File: config.mk
export PLATFORM = sky130hd
export DESIGN_NAME = record_byte_scrubber_top
export DESIGN_NICKNAME = d
export VERILOG_FILES = /design/src/design/rbs_pkg.sv /design/src/design/rbs_core.sv /design/src/design/record_byte_scrubber_top.sv
export SDC_FILE = /design/constraint.sdc
export NUM_CORES = 1
export LEC_CHECK = 0
export BUFFER_PORTS_ARGS = -buffer_cell sky130_fd_sc_hd__buf_2
export CORE_MARGIN = 10
export CORE_UTILIZATION = 50
export CTS_BUF_LIST = sky130_fd_sc_hd__clkbuf_8
export CTS_CLUSTER_DIAMETER = 30
export DETAILED_ROUTE_END_ITERATION = 8
export PLACE_DENSITY = 0.72
export REMOVE_ABC_BUFFERS = 1
export SLEW_MARGIN = 20
export SYNTH_ARGS = -nofsm -noshare
export SYNTH_HDL_FRONTEND = slang
export SYNTH_HIERARCHICAL = 1
export SYNTH_SLANG_ARGS = --single-unit
export TNS_END_PERCENT = 1
File: constraint.sdc
create_clock -name clk -period 3.7 [get_ports clk]
set_input_delay 0.37 -clock clk [delete_from_list [all_inputs] [get_ports clk]]
set_output_delay 0.37 -clock clk [all_outputs]
set_load 0.02 [all_outputs]
File: src/design/rbs_pkg.sv
// shared types and constants for the record byte scrubber
package rbs_pkg;

  localparam logic [7:0] VALID_LOW   = 8'd32;
  localparam logic [7:0] VALID_HIGH  = 8'd126;
  localparam logic [7:0] EOR_MARK    = 8'd250;
  localparam logic [7:0] EOR_NEWLINE = 8'd10;
  localparam logic [7:0] WIPE_VALUE  = 8'd255;

  localparam logic [1:0] MODE_POSITION = 2'd0;
  localparam logic [1:0] MODE_FULL     = 2'd1;
  localparam logic [1:0] MODE_ZERO     = 2'd2;
  localparam logic [1:0] MODE_BOTH     = 2'd3;
  localparam int unsigned MODE_FULL_BIT = 0;
  localparam int unsigned MODE_ZERO_BIT = 1;

  localparam logic [15:0] IDX_MAX   = 16'hFFFF;
  localparam logic [31:0] TOTAL_MAX = 32'hFFFF_FFFF;

  typedef enum logic [1:0] {
    CFG_RECORD_LENGTH  = 2'd0,
    CFG_FILL_CHAR      = 2'd1,
    CFG_ZERO_THRESHOLD = 2'd2,
    CFG_CLEAN_MODE     = 2'd3
  } cfg_idx_t;

  typedef struct packed {
    logic [15:0] record_length;
    logic [6:0]  fill_char;
    logic [15:0] zero_threshold;
    logic [1:0]  clean_mode;
  } cfg_t;

  typedef struct packed {
    logic [15:0] byte_index;
    logic [15:0] zero_count;
    logic        changed;
    logic [31:0] total;
  } state_t;

  typedef struct packed {
    logic [7:0]  out_byte;
    logic        was_replaced;
    logic        last_of_record;
    logic        wipe_record;
    logic        record_changed;
    logic [15:0] record_zero_count;
    logic [31:0] total_replaced;
  } result_t;

endpackage

File: src/design/rbs_core.sv
// per-byte replacement rule and record bookkeeping
module rbs_core (
  input  logic [7:0]      data_byte,
  input  rbs_pkg::cfg_t   cfg,
  input  rbs_pkg::state_t st,
  output rbs_pkg::state_t st_nxt,
  output rbs_pkg::result_t res
);

  logic        last;
  logic        out_of_range;
  logic        marker;
  logic        invalid;
  logic        replaced;
  logic        zero_hit;
  logic        wipe;
  logic        changed_new;
  logic [7:0]  ob;
  logic [15:0] zc_new;
  logic [31:0] total_new;
  logic [16:0] idx_plus;

  assign idx_plus     = {1'b0, st.byte_index} + 17'd1;
  assign last         = idx_plus >= {1'b0, cfg.record_length};
  assign out_of_range = (data_byte < rbs_pkg::VALID_LOW) || (data_byte > rbs_pkg::VALID_HIGH);
  assign marker       = (data_byte == rbs_pkg::EOR_MARK) || (data_byte == rbs_pkg::EOR_NEWLINE);
  assign invalid      = out_of_range && !(marker && last);

  always_comb begin
    ob       = data_byte;
    replaced = 1'b0;
    zero_hit = 1'b0;
    if (invalid) begin
      if (cfg.clean_mode == rbs_pkg::MODE_POSITION) begin
        ob       = {1'b0, cfg.fill_char};
        replaced = 1'b1;
      end else if (data_byte == 8'd0) begin
        if (cfg.clean_mode[rbs_pkg::MODE_ZERO_BIT]) begin
          ob       = rbs_pkg::WIPE_VALUE;
          replaced = 1'b1;
          zero_hit = 1'b1;
        end
      end else if (cfg.clean_mode[rbs_pkg::MODE_FULL_BIT]) begin
        ob       = {1'b0, cfg.fill_char};
        replaced = 1'b1;
      end
    end
  end

  assign zc_new      = (zero_hit && st.zero_count != rbs_pkg::IDX_MAX) ?
                       st.zero_count + 16'd1 : st.zero_count;
  assign total_new   = (replaced && st.total != rbs_pkg::TOTAL_MAX) ?
                       st.total + 32'd1 : st.total;
  assign changed_new = st.changed | replaced;
  assign wipe        = last && cfg.clean_mode[rbs_pkg::MODE_ZERO_BIT] &&
                       (zc_new > cfg.zero_threshold);

  always_comb begin
    res.out_byte          = wipe ? rbs_pkg::WIPE_VALUE : ob;
    res.was_replaced      = replaced;
    res.last_of_record    = last;
    res.wipe_record       = wipe;
    res.record_changed    = last && (changed_new || wipe);
    res.record_zero_count = zc_new;
    res.total_replaced    = total_new;
  end

  always_comb begin
    st_nxt.total = total_new;
    if (last) begin
      st_nxt.byte_index = 16'd0;
      st_nxt.zero_count = 16'd0;
      st_nxt.changed    = 1'b0;
    end else begin
      st_nxt.byte_index = (st.byte_index != rbs_pkg::IDX_MAX) ?
                          st.byte_index + 16'd1 : st.byte_index;
      st_nxt.zero_count = zc_new;
      st_nxt.changed    = changed_new;
    end
  end

endmodule

File: src/design/record_byte_scrubber_top.sv
// top level of the record byte scrubber: config registers, pipeline and stream ports
//
// One result per input byte. A byte is taken in every cycle the output side keeps up;
// it is held in an input register, classified and counted by the combinational core,
// and lands in the result register, from which it is presented on the output port.
// The rate of one byte per cycle while the output is not stalled rests on the update of
// the record position, zero count and running total as each byte advances.
// There is no clearing pass after reset.
// Config writes must only be issued while the block is empty.
module record_byte_scrubber_top (
  input  logic        clk,
  input  logic        rst_n,
  input  logic        cfg_we,
  input  logic [1:0]  cfg_addr,
  input  logic [15:0] cfg_wdata,
  input  logic        in_tvalid,
  output logic        in_tready,
  input  logic [7:0]  in_tdata,   // data_byte
  output logic        out_tvalid,
  input  logic        out_tready,
  // out_byte[7:0], was_replaced[8], wipe_record[9], record_changed[10],
  // record_zero_count[26:11], total_replaced[58:27], zero pad[63:59]
  output logic [63:0] out_tdata,
  output logic        out_tlast   // last_of_record
);

  rbs_pkg::cfg_t    cfg_r;
  rbs_pkg::state_t  st_r;
  rbs_pkg::state_t  st_nxt;
  rbs_pkg::result_t res_nxt;
  rbs_pkg::result_t res_r;

  logic       s1_valid_r;
  logic       s1_valid_nxt;
  logic [7:0] s1_byte_r;
  logic       out_valid_r;
  logic       out_valid_nxt;
  logic       in_accept;
  logic       adv;

  assign adv          = s1_valid_r && (!out_valid_r || out_tready);
  assign in_tready    = !s1_valid_r || adv;
  assign in_accept    = in_tvalid && in_tready;
  assign s1_valid_nxt = in_accept ? 1'b1 : (adv ? 1'b0 : s1_valid_r);
  assign out_valid_nxt = adv ? 1'b1 : (out_tready ? 1'b0 : out_valid_r);

  always_ff @(posedge clk) begin
    if (!rst_n) begin
      cfg_r.record_length  <= 16'd1;
      cfg_r.fill_char      <= 7'd32;
      cfg_r.zero_threshold <= 16'd10;
      cfg_r.clean_mode     <= rbs_pkg::MODE_POSITION;
    end else if (cfg_we) begin
      unique case (rbs_pkg::cfg_idx_t'(cfg_addr))
        rbs_pkg::CFG_RECORD_LENGTH:  cfg_r.record_length  <= cfg_wdata;
        rbs_pkg::CFG_FILL_CHAR:      cfg_r.fill_char      <= cfg_wdata[6:0];
        rbs_pkg::CFG_ZERO_THRESHOLD: cfg_r.zero_threshold <= cfg_wdata;
        rbs_pkg::CFG_CLEAN_MODE:     cfg_r.clean_mode     <= cfg_wdata[1:0];
        default: ;
      endcase
    end
  end

  rbs_core u_core (
    .data_byte (s1_byte_r),
    .cfg       (cfg_r),
    .st        (st_r),
    .st_nxt    (st_nxt),
    .res       (res_nxt)
  );

  always_ff @(posedge clk) begin
    if (!rst_n) begin
      s1_valid_r  <= 1'b0;
      out_valid_r <= 1'b0;
      st_r        <= '0;
    end else begin
      s1_valid_r  <= s1_valid_nxt;
      out_valid_r <= out_valid_nxt;
      if (adv) begin
        st_r <= st_nxt;
      end
    end
  end

  always_ff @(posedge clk) begin
    if (in_accept) begin
      s1_byte_r <= in_tdata;
    end
    if (adv) begin
      res_r <= res_nxt;
    end
  end

  assign out_tvalid = out_valid_r;
  assign out_tlast  = res_r.last_of_record;
  assign out_tdata  = {5'd0, res_r.total_replaced, res_r.record_zero_count,
                       res_r.record_changed, res_r.wipe_record, res_r.was_replaced,
                       res_r.out_byte};

  // a wipe only ever ends a record and always shows the wipe value
  a_wipe_last: assert property (@(posedge clk) disable iff (!rst_n)
    out_valid_r && res_r.wipe_record |-> res_r.last_of_record &&
    res_r.out_byte == rbs_pkg::WIPE_VALUE && res_r.record_changed)
    else $error("wipe outside last byte or wrong value");

  // record change is only reported at the end of a record
  a_changed_last: assert property (@(posedge clk) disable iff (!rst_n)
    out_valid_r && res_r.record_changed |-> res_r.last_of_record)
    else $error("record change flagged mid-record");

  // running total never goes backward
  a_total_mono: assert property (@(posedge clk) disable iff (!rst_n)
    $past(rst_n) |-> st_r.total >= $past(st_r.total))
    else $error("replacement total decreased");

  // position and counters are cleared after the last byte of a record
  a_record_reset: assert property (@(posedge clk) disable iff (!rst_n)
    adv && res_nxt.last_of_record |=> st_r.byte_index == 16'd0 &&
    st_r.zero_count == 16'd0 && !st_r.changed)
    else $error("record state not cleared");

endmodule

Word-level counts from Yosys, hierarchy flattened
Index checks and enable logic that the tools add are counted.
Widths: inputs -> output; s select.

operators by class
  $add $sub $neg = 4
  $mul = 0
  div/mod/pow operators = 0
  $lt $le $gt $ge = 4
  equal/unequal tests = 8
  shift-type cells = 0
  muxes and demuxes = 21
  bitwise operators = 1
  reduce and logical (&&, ||, !) cells = 28

operator list
  cell                   count
  $mux 8                 5
  $mux 33                1
  $add 16x1->16 const B  2
  $add 32x1->32 const B  1
  $mux 16                2
  $mux 32                1
  $ne 16x16->1 const B   2
  $ne 32x32->1 const B   1
  $add 16x1->17 const B  1
  $ge 17x16->1           1
  $gt 16x16->1           1
  $mux 1                 12
  $reduce_and 2->1       5
  $logic_and 1x1->1      9
  $eq 8x4->1 const B     1
  $eq 8x8->1 const B     1
  $gt 8x7->1 const B     1
  $logic_not 8->1        1
  $lt 8x6->1 const B     1
  $reduce_bool 2->1      3
  $logic_or 1x1->1       5
  $eq 2x2->1 const B     2
  $logic_not 2->1        2
  $logic_not 1->1        3
  other kinds (2)        2

storage, ports and cells
  register bits = 176
  bits in latches = 0
  memory bits (writable) = 0
  ROM bits = 0
  bits of input ports = 31
  output and inout bits = 67
  word-level logic and storage cells = 84
  memories = 0

Depth between registers and ports, before layout
  depth in word-level cells = 12
  depth in mapped cells = 18
  mapped depth without buffers = 16

By module
The synthesis kept the hierarchy.

modules (own cells, without submodules)
  module                    instances  cells each  area an instance (µm²)  seq. area each (µm²)
  record_byte_scrubber_top  1          523         6,271.0                 4,204.0
  rbs_core                  1          435         3,078.0                 0.0

Least setup slack after synthesis
Ideal clock, no wire load.

  kind = flip-flop to flip-flop
  start point = register s1_byte_r[2]
  end point = register res_r, in the netlist out_tdata[0] (data pin)
  setup time = 0.261 ns
  arrival time = 3.393 ns
  required time = 3.439 ns
  path slack = 0.046 ns
  cell stages (with the launch flop) = 14
  path buffers = 1
  period minus slack after synthesis = 3.654 ns
  path through = edfxtp_1 > nor4_4 > nand3_2 > a41oi_4 > and3_1 > buf_6 > and3_4 > xor2_2 > ha_1 > a2111oi_0 > a31oi_1 > o311a_4 > or2_1 > a221o_1

RTL lines
  what                    RTL line                        text
  start, declared         record_byte_scrubber_top.sv:35  logic [7:0] s1_byte_r;
  start signal, assigned  record_byte_scrubber_top.sv:88  s1_byte_r <= in_tdata;
  end signal, assigned    record_byte_scrubber_top.sv:91  res_r <= res_nxt;
  end, declared           record_byte_scrubber_top.sv:31  rbs_pkg::result_t res_r;

==> impl_metrics.xml <==
<?xml version="1.0" encoding="UTF-8"?>
<metrics>
  <group name="die">
    <metric name="core.rowCount" unit="">49</metric>
    <metric name="start_util" unit="">0.513</metric>
    <metric name="core" unit="um2">18200</metric>
    <metric name="design.portCount" unit="">98</metric>
    <metric name="die-width" unit="um">157</metric>
    <metric name="die_area" unit="um2">24600</metric>
    <metric name="die-height" unit="um">157</metric>
  </group>
  <group name="clocking">
    <metric name="cts_hold_buffers" unit="">0</metric>
    <metric name="tritoncts.num_buffers" unit="">17</metric>
    <metric name="cts_sinks" unit="">176</metric>
    <metric name="htree_levels" unit="">4</metric>
    <metric name="cts.path.max_buffers" unit="">2</metric>
    <metric name="clk_pin_slew_worst_paths" unit="ns">0.09</metric>
    <metric name="clock_insertion_delay_worst_skew" unit="ns">0.46</metric>
    <metric name="clk_root_buffer_cell" unit="">clkbuf_8</metric>
    <metric name="cts_tree" unit="">built</metric>
  </group>
  <group name="logic_synthesis">
    <metric name="synthTopCellsByArea" unit="">dfxtp_1 23%, edfxtp_1 22%, mux2i_1 7.7%</metric>
    <metric name="postSynth.topFlopCell" unit="">dfxtp_1</metric>
    <metric name="synth_enable_flop_cells" unit="">68</metric>
    <metric name="synth_async_sr_flop_share" unit="">0</metric>
    <metric name="postSynthAreaPerCell" unit="um2">9.76</metric>
    <metric name="synthCells" unit="">958</metric>
    <metric name="yosysTopAreaCell" unit="">dfxtp_1</metric>
    <metric name="ys_seq_elements" unit="">176</metric>
    <metric name="ys_seq_area_frac" unit="">0.450</metric>
    <metric name="most_numerous_cell_in_the_yosys_netlist" unit="">nand2_1</metric>
    <metric name="synth_warnings" unit="">6</metric>
    <metric name="cell_area_synth" unit="um2">9350</metric>
    <metric name="synth_cell_types" unit="">67</metric>
    <metric name="synthDominantCellAreaShare" unit="">0.231</metric>
    <metric name="post_synth_most_frequent_cells" unit="">183 x nand2_1, 108 x dfxtp_1, 72 x mux2i_1, 68 x edfxtp_1</metric>
  </group>
  <group name="setup_path">
    <metric name="timing.rr.start" unit="">s1_byte_r[2]</metric>
    <metric name="timing_worst_setup_path_type" unit="">reg -&gt; reg</metric>
    <metric name="worst-endpoint-required" unit="ns">3.91</metric>
    <metric name="ff2ff_path_depth" unit="">14</metric>
    <metric name="critical_path_arrival" unit="ns">3.91</metric>
    <metric name="worst-r2r-setup-slack" unit="ns">-0.007</metric>
    <metric name="rr_endpoint" unit="">out_tdata[2]</metric>
    <metric name="worst_setup_path_start_kind" unit="">flop</metric>
    <metric name="critPathCaptureType" unit="">flop</metric>
    <metric name="timing.critical_path.fanout_max" unit="">6</metric>
  </group>
  <group name="timing">
    <metric name="max_slew.worst_pin.slew" unit="ns">0.787</metric>
    <metric name="final.setup_skew" unit="ns">0.0135</metric>
    <metric name="finalWorstPathRequiredPeriod" unit="ns">3.71</metric>
    <metric name="final_critical_path_setup_slack" unit="ns">-0.00733</metric>
    <metric name="fmax" unit="MHz">270</metric>
    <metric name="report.final.slew_viol_count" unit="">0</metric>
    <metric name="relSlewSlack" unit="">0.475</metric>
    <metric name="rsz0062_at_grt" unit="">yes</metric>
    <metric name="setup_viol" unit="">2</metric>
    <metric name="setup_tns" unit="ns">-0.0113</metric>
    <metric name="hold_viol" unit="">0</metric>
    <metric name="layout_worst_path_cycle_share" unit="">1.00</metric>
  </group>
  <group name="detailed_routing">
    <metric name="detail-route-antenna-nets" unit="">0</metric>
    <metric name="detailroute.via_count" unit="">6756</metric>
    <metric name="detail_route.wl_per_cell" unit="um">15.1</metric>
    <metric name="number_of_drc_violations_after_detailed_routing_iteration_0" unit="">374</metric>
    <metric name="via_per_inst" unit="">5.29</metric>
    <metric name="route.detailed.drc" unit="">0</metric>
    <metric name="route.final.wire_length" unit="um">19300</metric>
    <metric name="drt-pass1-iter-count" unit="">5</metric>
  </group>
  <group name="final_layout">
    <metric name="antenna_diode_count" unit="">0</metric>
    <metric name="syn2layout_area_growth" unit="%">12.1</metric>
    <metric name="stdcell_area" unit="um2">10500</metric>
    <metric name="register_cell_area_after_layout" unit="um2">4210</metric>
    <metric name="final-instance-count-excl-fill" unit="">1278</metric>
    <metric name="fin_util" unit="">0.575</metric>
    <metric name="fraction_of_layout_cells_with_a_size_suffix_above_1" unit="">0.237</metric>
    <metric name="nNetsFinal" unit="">1102</metric>
    <metric name="layout.filler_cells" unit="">1552</metric>
    <metric name="multi_input_comb_area" unit="um2">4490</metric>
  </group>
  <group name="global_route">
    <metric name="globalRouteMet1Util" unit="">0.209</metric>
    <metric name="grt_max_degree" unit="">91</metric>
    <metric name="global_route_wire_length_before_repair" unit="um">31900</metric>
    <metric name="met2_usage" unit="">0.247</metric>
    <metric name="grt_busiest_layer" unit="">met2</metric>
    <metric name="grt_remaining_overflow" unit="">0</metric>
    <metric name="antenna_violations_before_repair" unit="">2</metric>
    <metric name="use_met3" unit="">0.0425</metric>
    <metric name="global_route.usage.total" unit="">0.158</metric>
    <metric name="vias_in_the_first_global_route" unit="">6539</metric>
  </group>
  <group name="place">
    <metric name="hpwl" unit="um">14000</metric>
    <metric name="gp_congestion" unit="">0.892</metric>
    <metric name="io_buffer_count" unit="">92</metric>
    <metric name="numPlacedInstances" unit="">1237</metric>
    <metric name="postPlaceCellArea" unit="um2">9850</metric>
  </group>
  <group name="power_and_ir_drop">
    <metric name="comb_power_share" unit="">0.110</metric>
    <metric name="clockPowerShare" unit="">0.339</metric>
    <metric name="seq_power_share" unit="">0.551</metric>
    <metric name="irDropWorstVdd" unit="mV">0.228</metric>
    <metric name="switching_share" unit="">0.259</metric>
    <metric name="power.internal" unit="W">0.00282</metric>
    <metric name="p_total" unit="W">0.00380</metric>
    <metric name="power.leakage" unit="nW">4.10</metric>
    <metric name="pwr_density_cell" unit="nW/um2">363</metric>
    <metric name="total_switching_power" unit="W">0.000986</metric>
  </group>
  <group name="status">
    <metric name="run_status" unit="">finished, violations left</metric>
    <metric name="violations" unit="">negative setup slack</metric>
  </group>
  <group name="hold_path">
    <metric name="timing.hold.worst.class" unit="">in -&gt; reg</metric>
    <metric name="hold_path_end" unit="">s1_byte_r[0]</metric>
    <metric name="timing.hold.worst.start" unit="">in_tdata[0]</metric>
    <metric name="whs_path_depth" unit="">1</metric>
  </group>
  <group name="run">
    <metric name="drv_cap" unit="">0</metric>
  </group>
</metrics>
==> worst max path at each step <==
stage,start,to
CTS,s1_byte_r[0],out_tdata[0]
global placement,s1_byte_r[2],out_tdata[4]
finish,s1_byte_r[2],out_tdata[2]
floorplan,out_tvalid,st_r[0]
detailed placement,s1_byte_r[2],out_tdata[2]
global route,s1_byte_r[2],out_tdata[2]
==> what timing repair did <==
action,CTS,global route
pin swaps,2,18
gates resized for setup,5,30
setup buffers,1,7
endpoints found under the setup margin,8,73
gates cloned,0,0
==> final cells by class <==
cell class	count	share of cell area
multi-input cells	644	0.429
flip-flops and latches	176	0.402
repair buffers	143	0.0862
well taps	229	0.0273
clock buffers	17	0.0223
inverters	54	0.0193
clock inverters	15	0.0139
==> power by group through the flow <==
| stage | Clock (W) | Sequential (W) | Combinational, W |
|---|---|---|---|
| after floorplan | 0 | 0.00219 | 0.000217 |
| after global placement | 0 | 0.00214 | 0.000409 |
| after detailed placement | 0 | 0.00214 | 0.000415 |
| after CTS | 0.00133 | 0.00210 | 0.000415 |
| after global routing | 0.00141 | 0.00210 | 0.000458 |
| final | 0.00129 | 0.00210 | 0.000419 |
==> layer usage <==
metal / routed length, um / vias to the layer above
li1: - / 3428
met1: 9290 / 3164
met2: 8820 / 141
met3: 915 / 19
met4: 234 / 4
met5: 27 / -
==> through the flow <==
| stage | hold slack (ns) | setup slack, ns |
|---|---|---|
| final | 0.0852 | -0.00733 |
| after detailed placement | 0.451 | -0.0736 |
| after global routing | 0.0528 | -0.159 |
| after CTS | 0.0518 | -0.00129 |
| after global placement | 0.443 | -0.00213 |
| after floorplan | 0.430 | -4.22 |
==> flip-flops by register name, summed over array words and instances, names as in the netlist <==
| name | flops |
|---|---|
| s1_valid_r | 1 |
| st_r | 65 |
| out_tdata | 59 |
| s1_byte_r | 8 |
| cfg_r | 41 |
| out_tlast | 1 |
| out_tvalid | 1 |
==> layout by cell type, fill, tap and decap left out, drive strengths merged, types with 3 or more instances in the layout <==
| master | instances |
|---|---|
| nand2 | 183 |
| buf | 143 |
| dfxtp | 108 |
| mux2i | 72 |
| edfxtp | 68 |
| nand3 | 60 |
| inv | 59 |
| xnor2 | 47 |
| o21ai | 46 |
| ha | 35 |
| nand4 | 32 |
| nor2 | 25 |
| a21oi | 21 |
| nor2b | 19 |
| clkbuf | 17 |
| and3 | 13 |
| xor2 | 12 |
| nor4 | 7 |
| nor3 | 6 |
| o21a | 5 |
| conb | 5 |
| and2b | 5 |
| clkinv | 5 |
| and4 | 5 |
| a221o | 4 |
| o2111ai | 4 |
| or2 | 4 |
| and2 | 3 |
| clkinvlp | 3 |
| mux2 | 3 |
| o211ai | 3 |
==> kinds of logic after synthesis <==
family,count (synthesis),share of synthesized area
buffers and inverters,142,0.0893
AOI/OAI and AO/OA,99,0.0790
other,1,0.000401
and+or+nand+nor,371,0.198
DFF,176,0.450
adders and majority gates,35,0.0468
muxes,75,0.0807
xor gates and xnor gates,59,0.0561
==> critical path: stages, from the launching register on <==
cell and delay (ns):
edfxtp_1 0.43, nor4_4 0.37, nand3_2 0.17, a41oi_4 0.21
and3_4 0.25, nand4_1 0.15, xnor2_2 0.22, ha_1 0.28
o21a_1 0.18, o21a_1 0.16, o21bai_1 0.12, a31oi_1 0.07
o311a_4 0.33, or2_4 0.25, a221o_1 0.27
(Power assumes the default switching activity.)
